===== src/tags_pkg.sv =====
`timescale 1ns / 1ps
`default_nettype none

package tags_pkg;

  localparam int COUNT_W = 10;
  localparam int MEAN_W = 12;
  localparam int LEN_W = 8;
  localparam int CFG_INDEX_W = 8;

  localparam logic [CFG_INDEX_W-1:0] REG_MIN_SAMPLES = 8'd0;
  localparam logic [CFG_INDEX_W-1:0] REG_MAX_SAMPLES = 8'd1;

  localparam logic [COUNT_W-1:0] MIN_SAMPLES_RESET = 10'd200;
  localparam logic [COUNT_W-1:0] MAX_SAMPLES_RESET = 10'd1000;
  localparam logic [LEN_W-1:0] LENGTH_RESET = 8'd10;

  localparam logic [MEAN_W-1:0] WIN_X_HIGH = 12'd3725;
  localparam logic [MEAN_W-1:0] WIN_X_LOW = 12'd1760;
  localparam logic [MEAN_W-1:0] WIN_Y_HIGH = 12'd3600;
  localparam logic [MEAN_W-1:0] WIN_Y_LOW = 12'd490;
  localparam logic [MEAN_W-1:0] COL_T0 = 12'd3240;
  localparam logic [MEAN_W-1:0] COL_T1 = 12'd2740;
  localparam logic [MEAN_W-1:0] COL_T2 = 12'd2255;
  localparam logic [MEAN_W-1:0] ROW_T0 = 12'd2830;
  localparam logic [MEAN_W-1:0] ROW_T1 = 12'd2040;
  localparam logic [MEAN_W-1:0] ROW_T2 = 12'd1230;

  typedef enum logic [1:0] {
    ST_ACCEPT,
    ST_DIVIDE,
    ST_WAIT
  } tags_state_t;

  typedef struct packed {
    logic accept;
    logic start_div;
    logic div_step;
    logic load_out;
  } tags_cmd_t;

  typedef struct packed {
    logic touch_done;
  } tags_status_t;

  // 10 + row*40 + col*10, at most 160
  function automatic logic [LEN_W-1:0] grid_value(input logic [1:0] row,
                                                   input logic [1:0] col);
    logic [LEN_W-1:0] r;
    r = 8'd10 + ({6'd0, row} * 8'd40) + ({6'd0, col} * 8'd10);
    return r;
  endfunction

endpackage

`default_nettype wire


===== src/tags_ctrl.sv =====
`timescale 1ns / 1ps
`default_nettype none

module tags_ctrl #(
  parameter int SUM_W = 22
) (
  input  wire logic                  clk,
  input  wire logic                  rst,
  input  wire logic                  in_valid,
  input  wire logic                  out_stall,
  input  wire tags_pkg::tags_status_t status,
  output logic                       in_stall,
  output logic                       out_valid,
  output tags_pkg::tags_cmd_t        cmd
);

  localparam int CNT_W = (SUM_W > 1) ? $clog2(SUM_W) : 1;

  tags_pkg::tags_state_t state, state_next;
  logic [CNT_W-1:0] step_cnt, step_cnt_next;
  logic out_valid_next;
  logic out_free;

  assign out_free = !out_valid || !out_stall;

  always_comb begin
    state_next = state;
    case (state)
      tags_pkg::ST_ACCEPT: begin
        if (in_valid && status.touch_done) state_next = tags_pkg::ST_DIVIDE;
      end
      tags_pkg::ST_DIVIDE: begin
        if (step_cnt == '0) state_next = tags_pkg::ST_WAIT;
      end
      tags_pkg::ST_WAIT: begin
        if (out_free) state_next = tags_pkg::ST_ACCEPT;
      end
      default: state_next = tags_pkg::ST_ACCEPT;
    endcase
  end

  always_comb begin
    cmd = '0;
    in_stall = 1'b1;
    step_cnt_next = step_cnt;
    case (state)
      tags_pkg::ST_ACCEPT: begin
        in_stall = 1'b0;
        cmd.accept = in_valid;
        cmd.start_div = in_valid && status.touch_done;
        if (cmd.start_div) step_cnt_next = CNT_W'(SUM_W - 1);
      end
      tags_pkg::ST_DIVIDE: begin
        cmd.div_step = 1'b1;
        step_cnt_next = step_cnt - 1'b1;
      end
      tags_pkg::ST_WAIT: begin
        cmd.load_out = out_free;
      end
      default: begin
        in_stall = 1'b1;
      end
    endcase
  end

  // hold the result until the far side takes it
  assign out_valid_next = cmd.load_out || (out_valid && out_stall);

  always_ff @(posedge clk) begin
    if (rst) begin
      state <= tags_pkg::ST_ACCEPT;
      step_cnt <= '0;
      out_valid <= 1'b0;
    end else begin
      state <= state_next;
      step_cnt <= step_cnt_next;
      out_valid <= out_valid_next;
    end
  end

endmodule

`default_nettype wire


===== src/tags_datapath.sv =====
`timescale 1ns / 1ps
`default_nettype none

module tags_datapath #(
  parameter int SAMPLE_BITS = 12
) (
  input  wire logic                                 clk,
  input  wire logic                                 rst,
  input  wire tags_pkg::tags_cmd_t                  cmd,
  output tags_pkg::tags_status_t                    status,
  input  wire logic                                 cfg_we,
  input  wire logic [tags_pkg::CFG_INDEX_W-1:0]     cfg_index,
  input  wire logic [tags_pkg::COUNT_W-1:0]         cfg_data,
  input  wire logic [SAMPLE_BITS-1:0]               sample_x,
  input  wire logic [SAMPLE_BITS-1:0]               sample_y,
  input  wire logic                                 pen_down,
  output logic [tags_pkg::MEAN_W-1:0]               mean_x,
  output logic [tags_pkg::MEAN_W-1:0]               mean_y,
  output logic                                      hit,
  output logic [tags_pkg::LEN_W-1:0]                length_value
);

  localparam int CW = tags_pkg::COUNT_W;
  localparam int SUM_W = SAMPLE_BITS + CW;
  localparam int QW = (SAMPLE_BITS > tags_pkg::MEAN_W) ? SAMPLE_BITS : tags_pkg::MEAN_W;

  logic [CW-1:0] min_samples, max_samples;
  logic [CW-1:0] sample_count;
  logic [SUM_W-1:0] sum_x, sum_y;
  logic [tags_pkg::LEN_W-1:0] current_length;

  logic [CW-1:0] count_new;
  logic [SUM_W-1:0] sum_x_new, sum_y_new;
  logic ended, too_short;

  logic [CW-1:0] divisor;
  logic [SUM_W-1:0] quo_x, quo_y, quo_x_next, quo_y_next;
  logic [CW-1:0] rem_x, rem_y, rem_x_next, rem_y_next;
  logic [CW:0] rem_sh_x, rem_sh_y;
  logic ge_x, ge_y;

  logic [QW-1:0] mx, my;
  logic miss;
  logic [1:0] col, row;
  logic [tags_pkg::LEN_W-1:0] value;

  // touch bookkeeping for the presented sample
  always_comb begin
    count_new = pen_down ? (sample_count + 1'b1) : sample_count;
    sum_x_new = pen_down ? (sum_x + SUM_W'(sample_x)) : sum_x;
    sum_y_new = pen_down ? (sum_y + SUM_W'(sample_y)) : sum_y;
    ended = !pen_down || (count_new >= max_samples);
    too_short = (count_new <= min_samples) || (count_new == '0);
    status.touch_done = ended && !too_short;
  end

  always_ff @(posedge clk) begin
    if (rst) begin
      min_samples <= tags_pkg::MIN_SAMPLES_RESET;
      max_samples <= tags_pkg::MAX_SAMPLES_RESET;
    end else if (cfg_we) begin
      if (cfg_index == tags_pkg::REG_MIN_SAMPLES) min_samples <= cfg_data;
      else if (cfg_index == tags_pkg::REG_MAX_SAMPLES) max_samples <= cfg_data;
    end
  end

  // a finished touch, kept or dropped, clears the sums
  always_ff @(posedge clk) begin
    if (rst) begin
      sample_count <= '0;
      sum_x <= '0;
      sum_y <= '0;
    end else if (cmd.accept) begin
      if (ended) begin
        sample_count <= '0;
        sum_x <= '0;
        sum_y <= '0;
      end else begin
        sample_count <= count_new;
        sum_x <= sum_x_new;
        sum_y <= sum_y_new;
      end
    end
  end

  // restoring division, one quotient bit per step for both axes
  always_comb begin
    rem_sh_x = {rem_x, quo_x[SUM_W-1]};
    rem_sh_y = {rem_y, quo_y[SUM_W-1]};
    ge_x = rem_sh_x >= {1'b0, divisor};
    ge_y = rem_sh_y >= {1'b0, divisor};
    rem_x_next = ge_x ? CW'(rem_sh_x - {1'b0, divisor}) : rem_sh_x[CW-1:0];
    rem_y_next = ge_y ? CW'(rem_sh_y - {1'b0, divisor}) : rem_sh_y[CW-1:0];
    quo_x_next = {quo_x[SUM_W-2:0], ge_x};
    quo_y_next = {quo_y[SUM_W-2:0], ge_y};
  end

  always_ff @(posedge clk) begin
    if (cmd.start_div) begin
      divisor <= count_new;
      quo_x <= sum_x_new;
      quo_y <= sum_y_new;
      rem_x <= '0;
      rem_y <= '0;
    end else if (cmd.div_step) begin
      quo_x <= quo_x_next;
      quo_y <= quo_y_next;
      rem_x <= rem_x_next;
      rem_y <= rem_y_next;
    end
  end

  // window and grid cell of the means
  always_comb begin
    mx = QW'(quo_x);
    my = QW'(quo_y);
    miss = (mx > QW'(tags_pkg::WIN_X_HIGH)) || (mx < QW'(tags_pkg::WIN_X_LOW)) ||
           (my > QW'(tags_pkg::WIN_Y_HIGH)) || (my < QW'(tags_pkg::WIN_Y_LOW));
    // the low window edge matches no test and falls back to cell zero
    if (mx > QW'(tags_pkg::COL_T0)) col = 2'd0;
    else if (mx > QW'(tags_pkg::COL_T1)) col = 2'd1;
    else if (mx > QW'(tags_pkg::COL_T2)) col = 2'd2;
    else if (mx > QW'(tags_pkg::WIN_X_LOW)) col = 2'd3;
    else col = 2'd0;
    if (my > QW'(tags_pkg::ROW_T0)) row = 2'd0;
    else if (my > QW'(tags_pkg::ROW_T1)) row = 2'd1;
    else if (my > QW'(tags_pkg::ROW_T2)) row = 2'd2;
    else if (my > QW'(tags_pkg::WIN_Y_LOW)) row = 2'd3;
    else row = 2'd0;
    value = miss ? current_length : tags_pkg::grid_value(row, col);
  end

  always_ff @(posedge clk) begin
    if (rst) begin
      current_length <= tags_pkg::LENGTH_RESET;
    end else if (cmd.load_out && !miss) begin
      current_length <= value;
    end
  end

  always_ff @(posedge clk) begin
    if (cmd.load_out) begin
      mean_x <= mx[tags_pkg::MEAN_W-1:0];
      mean_y <= my[tags_pkg::MEAN_W-1:0];
      hit <= !miss;
      length_value <= value;
    end
  end

endmodule

`default_nettype wire


===== src/touch_average_grid_select_core.sv =====
// Samples that do not end a touch are taken one per cycle.
// A touch-ending sample that keeps its touch starts a restoring divider of
// SAMPLE_BITS+10 steps (22 at the default); the result is offered once the
// division is done and input is stalled meanwhile, and longer while the output waits.
// Reset (rst, synchronous): sums and count cleared, previous value 10,
// min_samples 200, max_samples 1000, no result pending.
`timescale 1ns / 1ps
`default_nettype none

module touch_average_grid_select_core #(
  parameter int SAMPLE_BITS = 12
) (
  input  wire logic                             clk,
  input  wire logic                             rst,
  input  wire logic                             in_valid,
  output logic                                  in_stall,
  input  wire logic [SAMPLE_BITS-1:0]           sample_x,
  input  wire logic [SAMPLE_BITS-1:0]           sample_y,
  input  wire logic                             pen_down,
  output logic                                  out_valid,
  input  wire logic                             out_stall,
  output logic [tags_pkg::MEAN_W-1:0]           mean_x,
  output logic [tags_pkg::MEAN_W-1:0]           mean_y,
  output logic                                  hit,
  output logic [tags_pkg::LEN_W-1:0]            length_value,
  input  wire logic                             cfg_valid,
  output logic                                  cfg_ready,
  input  wire logic [tags_pkg::CFG_INDEX_W-1:0] cfg_index,
  input  wire logic [tags_pkg::COUNT_W-1:0]     cfg_data
);

  localparam int SUM_W = SAMPLE_BITS + tags_pkg::COUNT_W;

  tags_pkg::tags_cmd_t cmd;
  tags_pkg::tags_status_t status;

  assign cfg_ready = 1'b1;

  tags_ctrl #(
    .SUM_W(SUM_W)
  ) u_ctrl (
    .clk(clk),
    .rst(rst),
    .in_valid(in_valid),
    .out_stall(out_stall),
    .status(status),
    .in_stall(in_stall),
    .out_valid(out_valid),
    .cmd(cmd)
  );

  tags_datapath #(
    .SAMPLE_BITS(SAMPLE_BITS)
  ) u_datapath (
    .clk(clk),
    .rst(rst),
    .cmd(cmd),
    .status(status),
    .cfg_we(cfg_valid && cfg_ready),
    .cfg_index(cfg_index),
    .cfg_data(cfg_data),
    .sample_x(sample_x),
    .sample_y(sample_y),
    .pen_down(pen_down),
    .mean_x(mean_x),
    .mean_y(mean_y),
    .hit(hit),
    .length_value(length_value)
  );

  // never overwrite a result that is still stalled
  a_no_overwrite: assert property (@(posedge clk) disable iff (rst)
    cmd.load_out |-> !(out_valid && out_stall))
    else $error("result register loaded while a result was pending");

  // no request is taken while the divider runs
  a_stall_divide: assert property (@(posedge clk) disable iff (rst)
    cmd.div_step |-> in_stall)
    else $error("input taken during division");

  // a hit always names a grid value
  a_hit_value: assert property (@(posedge clk) disable iff (rst)
    (out_valid && hit) |-> (length_value >= 8'd10 && length_value <= 8'd160))
    else $error("grid value out of range");

endmodule

`default_nettype wire


===== config.mk =====
export PLATFORM = sky130hd
export DESIGN_NAME = touch_average_grid_select_core
export DESIGN_NICKNAME = d
export VERILOG_FILES = /design/src/tags_pkg.sv /design/src/tags_ctrl.sv /design/src/tags_datapath.sv /design/src/touch_average_grid_select_core.sv
export SDC_FILE = /design/constraint.sdc
export NUM_CORES = 1
export LEC_CHECK = 0
export BUFFER_PORTS_ARGS = -buffer_cell sky130_fd_sc_hd__buf_2
export CAP_MARGIN = 5
export CORE_MARGIN = 2
export CORE_UTILIZATION = 50
export DETAILED_ROUTE_END_ITERATION = 6
export PLACE_DENSITY = 0.66
export SYNTH_ARGS = -nofsm -noshare
export SYNTH_HDL_FRONTEND = slang
export SYNTH_SLANG_ARGS = --single-unit

===== constraint.sdc =====
create_clock -name clk -period 5.8 [get_ports clk]
set_input_delay 0.58 -clock clk [delete_from_list [all_inputs] [get_ports clk]]
set_output_delay 0.58 -clock clk [all_outputs]
set_load 0.05 [all_outputs]

==> results of run 1 <==
layout by cell type (no fill, tap or decap), drive strengths merged, types with 17 or more instances in the layout:
| cell | Yosys | final |
|---|---|---|
| nand4 | 20 | 20 |
| mux2i | 61 | 61 |
| o21ai | 39 | 39 |
| nand2 | 86 | 86 |
| nand3 | 37 | 37 |
| inv | 63 | 69 |
| a21o | 21 | 21 |
| nor2 | 60 | 60 |
| nand2b | 18 | 18 |
| buf | 20 | 99 |
| clkbuf | 36 | 17 |
| ha | 72 | 72 |
| a21oi | 92 | 92 |
| o211ai | 22 | 22 |
| mux2 | 43 | 43 |
| xnor2 | 43 | 43 |
| edfxtp | 87 | 87 |
| a31oi | 29 | 29 |
| dfxtp | 110 | 110 |
metal layers:
metal,vias up,track usage
li1,4426,-
met1,4259,0.3204
met2,219,0.3675
met3,36,0.03444
met4,2,0.07339
met5,-,0
stage by stage:
stage / hold WS (ns) / utilization / std cells
after floorplan: 0.4244 / - / 1158
after global placement: 0.4500 / 0.5388 / 1486
after detailed placement: 0.4494 / 0.5388 / 1486
after CTS: 0.3406 / 0.5652 / 1518
after global routing: 0.3602 / 0.5652 / 1518
final: 0.3531 / 0.5652 / 1518
flip-flops by register name, indices dropped and copies added (netlist names):
register	cells
u_datapath.hit	1
u_datapath.sample_count	10
u_datapath.quo_y	22
u_datapath.rem_y	10
u_datapath.sum_y	22
u_datapath.mean_x	12
u_datapath.max_samples	10
u_ctrl.state	2
u_datapath.min_samples	10
u_datapath.sum_x	22
u_datapath.length_value	8
u_datapath.quo_x	22
u_ctrl.step_cnt	5
u_datapath.rem_x	10
u_ctrl.out_valid	1
u_datapath.current_length	8
u_datapath.mean_y	12
u_datapath.divisor	10
layout make-up:
class,count,area [µm²],share of cell area
inverter,64,240.2,0.01877
clock inverter,15,173.9,0.01359
multi-input combinational,841,6248,0.4883
tap,285,356.6,0.02786
timing repair buffer,99,538.0,0.04204
sequential,197,4815,0.3762
clock buffer,17,425.4,0.03324
worst reg2reg max path: stages, from the launching register on:
cell     delay, ns
dfxtp_1       0.53
nand3_4       0.19
o31a_1        0.34
or2_2         0.34
ha_1          0.32
nand3_1       0.12
o31ai_2       0.65
and2_1        0.47
nand3_2       0.17
inv_2         0.21
buf_4         0.41
mux2_4        0.36
final timing paths:
kind,start,end,cells after the start
max,u_datapath.sample_count[2],u_datapath.quo_y[16],11
min,cfg_data[3],u_datapath.max_samples[3],3
max reg2reg,u_datapath.sample_count[2],u_datapath.quo_y[16],11
min reg2reg,u_datapath.rem_x[9],u_datapath.rem_x[9],2
where the power goes:
group          switching (mW)  internal [mW]
combinational           0.241          0.178
sequential             0.0264           1.47
clock                   0.608          0.583
cell families after synthesis:
group,after synthesis,share of synthesized area
multiplexers,104,0.1053
AO/OA/AOI/OAI,303,0.1745
adder cells (fa/ha/maj),76,0.08503
AND/OR/NAND/NOR,303,0.1328
other,1,0.0003251
flip-flops,197,0.4174
buffers and inverters,120,0.04371
XOR/XNOR,54,0.04100
==> results.json, run 1 <==
{
  "dr.pass1.iters": 5,
  "n_antenna_cell": 0,
  "fin_ws_ns": 1.441,
  "ys_ff_latch": 197,
  "max-vdd-ir-drop_mv": 0.1798,
  "drt_iter0_drc": 733,
  "nets": 1344,
  "synthArstFlopShare": 0,
  "synth_commonest_cells": "dfxtp_1, a21oi_1, edfxtp_1, nand2_1, ha_1",
  "die_w_um": 155.9,
  "worst_pin_slew_ns": 1.168,
  "fin_crit_sh": 0.7516,
  "relSlewSlack": 0.2202,
  "cp_num_buf_inv": 2,
  "cts_setup_buffers": 0,
  "critPathMaxStageDelay_ns": 0.65,
  "routed.top_layer": "met5",
  "yosys-top-cells-area": "edfxtp_1, dfxtp_1, ha_1",
  "avgRoutedWirePerCell_um": 17.89,
  "cp_slowest_cell": "o31ai_2",
  "wl_met2_um": 12490,
  "power_mw": 3.104,
  "die_area_um2": 24300,
  "finalInstanceArea_um2": 12800,
  "worstSetupEndpointType": "register",
  "yosysMostFrequentCell": "dfxtp_1",
  "numCtsBuffers": 17,
  "wl_met1_um": 12820,
  "initial_core_util": 0.5095,
  "yosysTopAreaCellShare": 0.2265,
  "setup_viol": 0,
  "clock_sinks": 197,
  "yosys.area.top_type": "edfxtp_1",
  "finalWirelength_um": 27160,
  "dp_hpwl_um": 19690,
  "clk_latency_ns": 0.44,
  "fill_cells": 1993,
  "power_density_nw_per_um2": 242.5,
  "rsz0062_at_grt": "no",
  "finClkSkew_ns": 0.01258,
  "dp_slack_ns": 1.381,
  "htree_num_levels": 4,
  "grt_max_degree": 45,
  "hold_viol": 0,
  "ys_warn_count": 0,
  "cp_max_fo": 22,
  "crit_chain": "nand3_4 > o31a_1 > or2_2 > ha_1 > nand3_1 > o31ai_2 > and2_1 > nand3_2 > inv_2 > buf_4 > mux2_4",
  "drive_above_1_share": 0.1565,
  "grt_pass1_vias": 8631,
  "dpl_cell_area_um2": 12200,
  "synth_edf_count": 87,
  "mappedNetlistArea_um2": 11540,
  "hold_buffers": 0,
  "cts.clk_slew.worst_paths_ns": 0.08,
  "drv_cap": 0,
  "gp_congestion": 0.8667,
  "portBuffers": 82,
  "clockBufferDepth": 2,
  "ant_nets": 0,
  "avgSynthCellArea_um2": 9.962,
  "synthesis.instances": 1158,
  "critical_path.top_delay_family": "simple AND/OR/NAND/NOR gates",
  "grt_antenna_before_repair": 1,
  "p_leak_nw": 5.207,
  "die_h_um": 155.9,
  "period_minus_slack_ns": 4.359,
  "synth_cell_type_count": 74,
  "row_count": 55,
  "cp_data_arrival_time_ns": 4.55,
  "cts_resized": 0,
  "track_usage": 0.2294,
  "hp-class": "input port to register",
  "regToRegSetupSlack_ns": 1.44,
  "fmaxAchievable_mhz": 229.4,
  "cts_tree": "done",
  "path_class": "register to register",
  "routed_via_density": 5.891,
  "synthFlopType": "dfxtp_1",
  "ys_seq_area_frac": 0.4174,
  "core_area_um2": 22640,
  "grt_pass1_wl_um": 44190,
  "drcViolationCount": 0,
  "critPathLaunchType": "register",
  "required_ns": 5.99,
  "ios": 84,
  "syn-num-nets": 1282,
  "drv_slew": 0,
  "status": "finished, final reports clean",
  "fin_setup_tns_ns": 0,
  "wl_met3_um": 1266,
  "overflow": 0,
  "root_buffer": "clkbuf_16",
  "vias": 8942,
  "area_delta_synth_final_pct": 10.93
}
Power figures use the tool's default switching activity.
==> inputs of run 2 (changes only) <==
--- a/config.mk
+++ b/config.mk
@@ -10,7 +10,7 @@
 export CORE_MARGIN = 2
 export CORE_UTILIZATION = 50
 export DETAILED_ROUTE_END_ITERATION = 6
-export PLACE_DENSITY = 0.66
+export PLACE_DENSITY = 0.69
 export SYNTH_ARGS = -nofsm -noshare
 export SYNTH_HDL_FRONTEND = slang
 export SYNTH_SLANG_ARGS = --single-unit
==> constraint.sdc (replaced) <==
create_clock -name clk -period 3.81 [get_ports clk]
set_input_delay 0.381 -clock clk [delete_from_list [all_inputs] [get_ports clk]]
set_output_delay 0.381 -clock clk [all_outputs]
set_load 0.05 [all_outputs]
==> run 2 against run 1 <==
Hold slack got worse by 0.19 ns. Largest power group unchanged. Combinational power rose by 55%. Non-clock buffer count rose by 18. Critical path type unchanged. Final cell count rose by 1.2%. Clock skew rose by 0.0028 ns. Routed wire length fell by 0.51%. First-iteration DRC count fell by 9.7%. Die area did not move.
==> results.json, run 2 (synthesis gave the netlist of run 1 again) <==
{
  "cp_num_buf_inv": 2,
  "cp_data_arrival_time_ns": 3.78,
  "grt_pass1_wl_um": 43420,
  "pwr-share-seq": 0.468,
  "mostFrequentLayoutCell": "dfxtp_1",
  "finalInstanceArea_um2": 13010,
  "dpl_cell_area_um2": 12360,
  "die_h_um": 155.9,
  "power_density_nw_per_um2": 373.1,
  "grt_pass1_vias": 8522,
  "numCtsBuffers": 17,
  "die_area_um2": 24300,
  "root_buffer": "clkbuf_16",
  "finalWirelength_um": 27020,
  "dr.pass1.iters": 5,
  "clock_sinks": 197,
  "core_area_um2": 22640,
  "track_usage": 0.2256,
  "ios": 84,
  "drt_iter0_drc": 662,
  "crit_chain": "ha_1 > nand2_1 > o31a_1 > or2_2 > ha_1 > a21o_1 > a21oi_1 > o21ai_0 > a32o_1 > nand3_2 > inv_2 > buf_6 > mux2_4",
  "cts_setup_buffers": 0,
  "min_path_cells": 3,
  "area_delta_synth_final_pct": 12.73,
  "fill_cells": 2001,
  "hp-class": "input port to register",
  "hold_buffers": 0,
  "routed_via_density": 5.902,
  "reg2reg_depth": 13,
  "clockBufferDepth": 2,
  "switching_power_mw": 1.281,
  "worst_pin_slew_ns": 0.9695,
  "finClkSkew_ns": 0.01540,
  "initial_core_util": 0.5095,
  "ant_nets": 0,
  "setup_viol": 0,
  "cts_tree": "done",
  "status": "finished, final reports clean",
  "pwr-share-comb": 0.134,
  "htree_num_levels": 4,
  "fin_crit_sh": 0.9443,
  "drcViolationCount": 0,
  "fin_setup_tns_ns": 0,
  "drv_cap": 0,
  "die_w_um": 155.9,
  "required_ns": 3.99,
  "p_sw_frac": 0.2639,
  "path_class": "register to register",
  "grt_max_degree": 45,
  "grt_antenna_before_repair": 0,
  "nets": 1362,
  "p_leak_nw": 5.316,
  "drive_above_1_share": 0.1695,
  "hold_viol": 0,
  "clk_latency_ns": 0.44,
  "critPathMaxStageDelay_ns": 0.46,
  "critical_path.top_delay_family": "compound AO/OA/AOI/OAI gates",
  "worstSetupEndpointType": "register",
  "hold_ws_ns": 0.1621,
  "dp_hpwl_um": 19680,
  "critPathLaunchType": "register",
  "relSlewSlack": 0.3530,
  "n_antenna_cell": 0,
  "cp_max_fo": 19,
  "period_minus_slack_ns": 3.598,
  "pwr-share-clk": 0.398,
  "layout_common_cells": "dfxtp_1, a21oi_1, edfxtp_1, nand2_1, buf_2",
  "overflow": 0,
  "avgRoutedWirePerCell_um": 17.59,
  "gp_congestion": 0.8905,
  "vias": 9065,
  "cp_slowest_cell": "dfxtp_1",
  "portBuffers": 82,
  "crit_top_cell": "ha_1",
  "drv_slew": 0,
  "cts.clk_slew.worst_paths_ns": 0.08,
  "cts_resized": 1,
  "row_count": 55,
  "max-vdd-ir-drop_mv": 0.2925,
  "internal_power_mw": 3.572,
  "fmaxAchievable_mhz": 278.0,
  "rsz0062_at_grt": "no",
  "worstSetupPathDepth": 13
}
run 2: cell count changes in the layout (fill, tap and decap cells not counted), moves of 2 or more:
cell / before / now
a31oi_1: 29 / 27
buf_4: 17 / 32
buf_6: 0 / 2
bufinv_16: 0 / 3
clkbuf_1: 0 / 2
clkinv_8: 4 / 1
run 2: area by class of cell:
type	instances	area [µm²]	share of cell area
tap	285	356.6	0.02742
multi-input combinational	841	6275	0.4825
clock buffer	19	432.9	0.03329
timing repair buffer	117	693.2	0.05330
inverter	64	244.0	0.01876
sequential	197	4815	0.3702
clock inverter	13	188.9	0.01453
run 2: routing by layer:
layer,share of wire,vias to the layer above,global-route usage
li1,-,4463,-
met1,0.47,4332,0.3129
met2,0.45,238,0.3590
met3,0.061,32,0.03833
met4,0.021,0,0.07558
met5,0,-,0
run 2: metrics by stage:
stage | utilization | power [mW] | worst slack, ns | std cells
2_1_floorplan | - | 2.784 | 0.01454 | 1158
3_3_place_gp | 0.5457 | 2.956 | 0.1452 | 1504
3_5_place_dp | 0.5457 | 2.965 | 0.01995 | 1504
4_1_cts | 0.5735 | 4.881 | 0.1618 | 1536
5_1_grt | 0.5744 | 5.051 | 0.01440 | 1536
6_report | 0.5744 | 4.852 | 0.2123 | 1536
run 2: final timing paths:
check,slack (ns),end,from
worst max-delay path,0.21,u_datapath.quo_x[14],u_datapath.sample_count[0]
worst min-delay path,0.16,u_datapath.max_samples[3],cfg_data[3]
worst max register to register,0.21,u_datapath.quo_x[14],u_datapath.sample_count[0]
worst min register to register,0.47,u_datapath.current_length[3],u_datapath.current_length[3]
run 2: power groups by stage:
stage          Sequential [mW]  Combinational, mW  Clock (mW)
2_1_floorplan             2.31              0.476           0
3_3_place_gp              2.32              0.637           0
6_report                  2.27              0.651        1.93
4_1_cts                   2.27              0.649        1.96
5_1_grt                   2.28              0.723        2.05
3_5_place_dp              2.32              0.646           0
run 2: worst reg2reg max path, cell delays in order, from the launching register on:
cell	delay, ns
dfxtp_1	0.46
ha_1	0.27
nand2_1	0.13
o31a_1	0.31
or2_2	0.35
ha_1	0.31
a21o_1	0.16
a21oi_1	0.21
o21ai_0	0.12
a32o_1	0.33
nand3_2	0.12
inv_2	0.07
buf_6	0.19
mux2_4	0.33
==> inputs of run 3 (changes only) <==
--- a/config.mk
+++ b/config.mk
@@ -9,6 +9,7 @@
 export CAP_MARGIN = 5
 export CORE_MARGIN = 2
 export CORE_UTILIZATION = 50
+export CTS_CLUSTER_SIZE = 16
 export DETAILED_ROUTE_END_ITERATION = 6
 export PLACE_DENSITY = 0.69
 export SYNTH_ARGS = -nofsm -noshare
==> constraint.sdc (replaced) <==
create_clock -name clk -period 3.11 [get_ports clk]
set_input_delay 0.311 -clock clk [delete_from_list [all_inputs] [get_ports clk]]
set_output_delay 0.311 -clock clk [all_outputs]
set_load 0.05 [all_outputs]
==> run 3 against run 2 <==
The run now ends with negative setup slack left. Register-to-register slack worse by 0.25 ns. Critical path depth did not move. Combinational power is 29% higher. Sequential cell count did not move. Via count up 4.5%. Non-clock buffer count rose by 71. Clock power grew 24%.
==> results.json, run 3 (synthesis gave the netlist of run 1 again) <==
{
  "r2r_start": "u_datapath.sample_count[1]",
  "area_delta_synth_final_pct": 21.88,
  "dp_slack_ns": -0.1574,
  "dr.pass1.iters": 5,
  "finalWirelength_um": 28710,
  "critical_path.top_delay_family": "compound AO/OA/AOI/OAI gates",
  "hp-start": "cfg_data[5]",
  "crit_chain": "ha_4 > nand2_4 > o31a_1 > or2_4 > ha_4 > a21o_1 > a21oi_2 > o21ai_1 > a32o_2 > buf_6 > a31oi_4 > clkinvlp_4 > buf_12",
  "core_area_um2": 22640,
  "grt_pass1_vias": 8947,
  "fin_ws_ns": -0.03995,
  "drv_slew": 0,
  "relSlewSlack": 0.4636,
  "initial_core_util": 0.5095,
  "crit_top_cell": "ha_4",
  "dp_hpwl_um": 20610,
  "overflow": 0,
  "clock_sinks": 197,
  "hold_ws_ns": 0.09070,
  "critPathLaunchType": "register",
  "row_count": 55,
  "hold_viol": 0,
  "die_area_um2": 24300,
  "gp_congestion": 0.8765,
  "fin_setup_tns_ns": -1.433,
  "cp_data_arrival_time_ns": 3.34,
  "drcViolationCount": 0,
  "min_path_cells": 3,
  "cp_max_fo": 44,
  "p_leak_nw": 5.808,
  "finClkSkew_ns": 0.01477,
  "die_w_um": 155.9,
  "grt_pass1_wl_um": 45170,
  "die_h_um": 155.9,
  "required_ns": 3.30,
  "path_class": "register to register",
  "ios": 84,
  "power_density_nw_per_um2": 427.3,
  "ant_nets": 0,
  "avgRoutedWirePerCell_um": 17.87,
  "drv_cap": 0,
  "drive_above_1_share": 0.2564,
  "cp_slowest_cell": "dfxtp_4",
  "layout_common_cells": "dfxtp_1, buf_4, edfxtp_1, nand2_1, buf_2",
  "cp_num_buf_inv": 3,
  "critPathMaxStageDelay_ns": 0.39,
  "nets": 1433,
  "clockBufferDepth": 2,
  "regToRegSetupSlack_ns": -0.04,
  "vias": 9473,
  "setup_viol": 45,
  "numCtsBuffers": 17,
  "max-vdd-ir-drop_mv": 0.3361,
  "power_mw": 6.008,
  "fin_crit_sh": 1.013,
  "htree_num_levels": 4,
  "reg2reg_depth": 13,
  "status": "finished with violations",
  "worst_pin_slew_ns": 0.8038,
  "hp-class": "input port to register",
  "fmaxAchievable_mhz": 317.5,
  "portBuffers": 82,
  "grt_antenna_before_repair": 0,
  "routed_via_density": 5.895,
  "cts_tree": "done",
  "critPathLaunch": "u_datapath.sample_count[1]",
  "drt_iter0_drc": 641,
  "n_antenna_cell": 0,
  "cts.clk_slew.worst_paths_ns": 0.08,
  "fill_cells": 1817,
  "mostFrequentLayoutCell": "dfxtp_1",
  "period_minus_slack_ns": 3.150,
  "worstSetupPathDepth": 13,
  "grt_max_degree": 45,
  "rsz0062_at_grt": "yes",
  "root_buffer": "clkbuf_16",
  "clk_latency_ns": 0.45,
  "violations": "negative setup slack",
  "worstSetupEndpointType": "register",
  "track_usage": 0.2342
}
==> run 3: cell types whose count changed in the layout (fill, tap and decap cells not counted), sizes merged <==
cell and delta:
clkbuf -1, buf +70, inv +1, clkinvlp -1, clkinv +3, bufinv -1
==> run 3: repair_timing <==
item	CTS	global route
setup endpoints to repair	116	146
pin swaps	10	19
hold buffers	0	0
buffers inserted	4	10
resized for setup	28	39
cloned	1	1
==> run 3: final timing paths <==
path,endpoint
worst min-delay path,u_datapath.max_samples[5]
worst min register to register,u_datapath.rem_x[9]
worst max register to register,u_datapath.quo_y[7]
worst max-delay path,u_datapath.quo_y[7]
==> run 3: through the flow <==
stage | util | area (µm²) | std cells
after global placement | 0.5715 | 12940 | 1559
after CTS | 0.6090 | 13790 | 1596
final | 0.6210 | 14060 | 1607
after floorplan | - | 11730 | 1158
after detailed placement | 0.5715 | 12940 | 1559
after global routing | 0.6210 | 14060 | 1607
==> run 3: per-layer routing <==
metal	up-vias	GRT usage	share of wire
met1	4555	0.3174	0.46
li1	4603	-	-
met5	-	0	0
met4	0	0.07602	0.019
met2	273	0.3879	0.48
met3	42	0.03333	0.044
==> run 3: report_power, final <==
| part | switching, mW | internal, mW | total, mW | leakage, nW |
|---|---|---|---|---|
| sequential | 0.0493 | 2.73 | 2.78 | 1.70 |
| clock | 1.13 | 1.26 | 2.39 | 0.315 |
| combinational | 0.471 | 0.365 | 0.837 | 3.79 |
==> run 3: cell type report <==
cell class / count / area, µm² / share of cell area
repair buffers: 188 / 1319 / 0.09380
multi-input cells: 841 / 6650 / 0.4730
clock inverters: 15 / 229.0 / 0.01629
flip-flops and latches: 197 / 4828 / 0.3434
clock buffers: 17 / 425.4 / 0.03026
inverters: 64 / 251.5 / 0.01789
well taps: 285 / 356.6 / 0.02536
==> run 3: worst reg2reg max path, delay by kind of cell (launching register included) <==
family,cells,cell delay [ns]
AO/OA/AOI/OAI,6,1.24
adder cells (fa/ha/maj),2,0.42
buffers and inverters,3,0.46
flip-flops,1,0.39
AND/OR/NAND/NOR,2,0.36
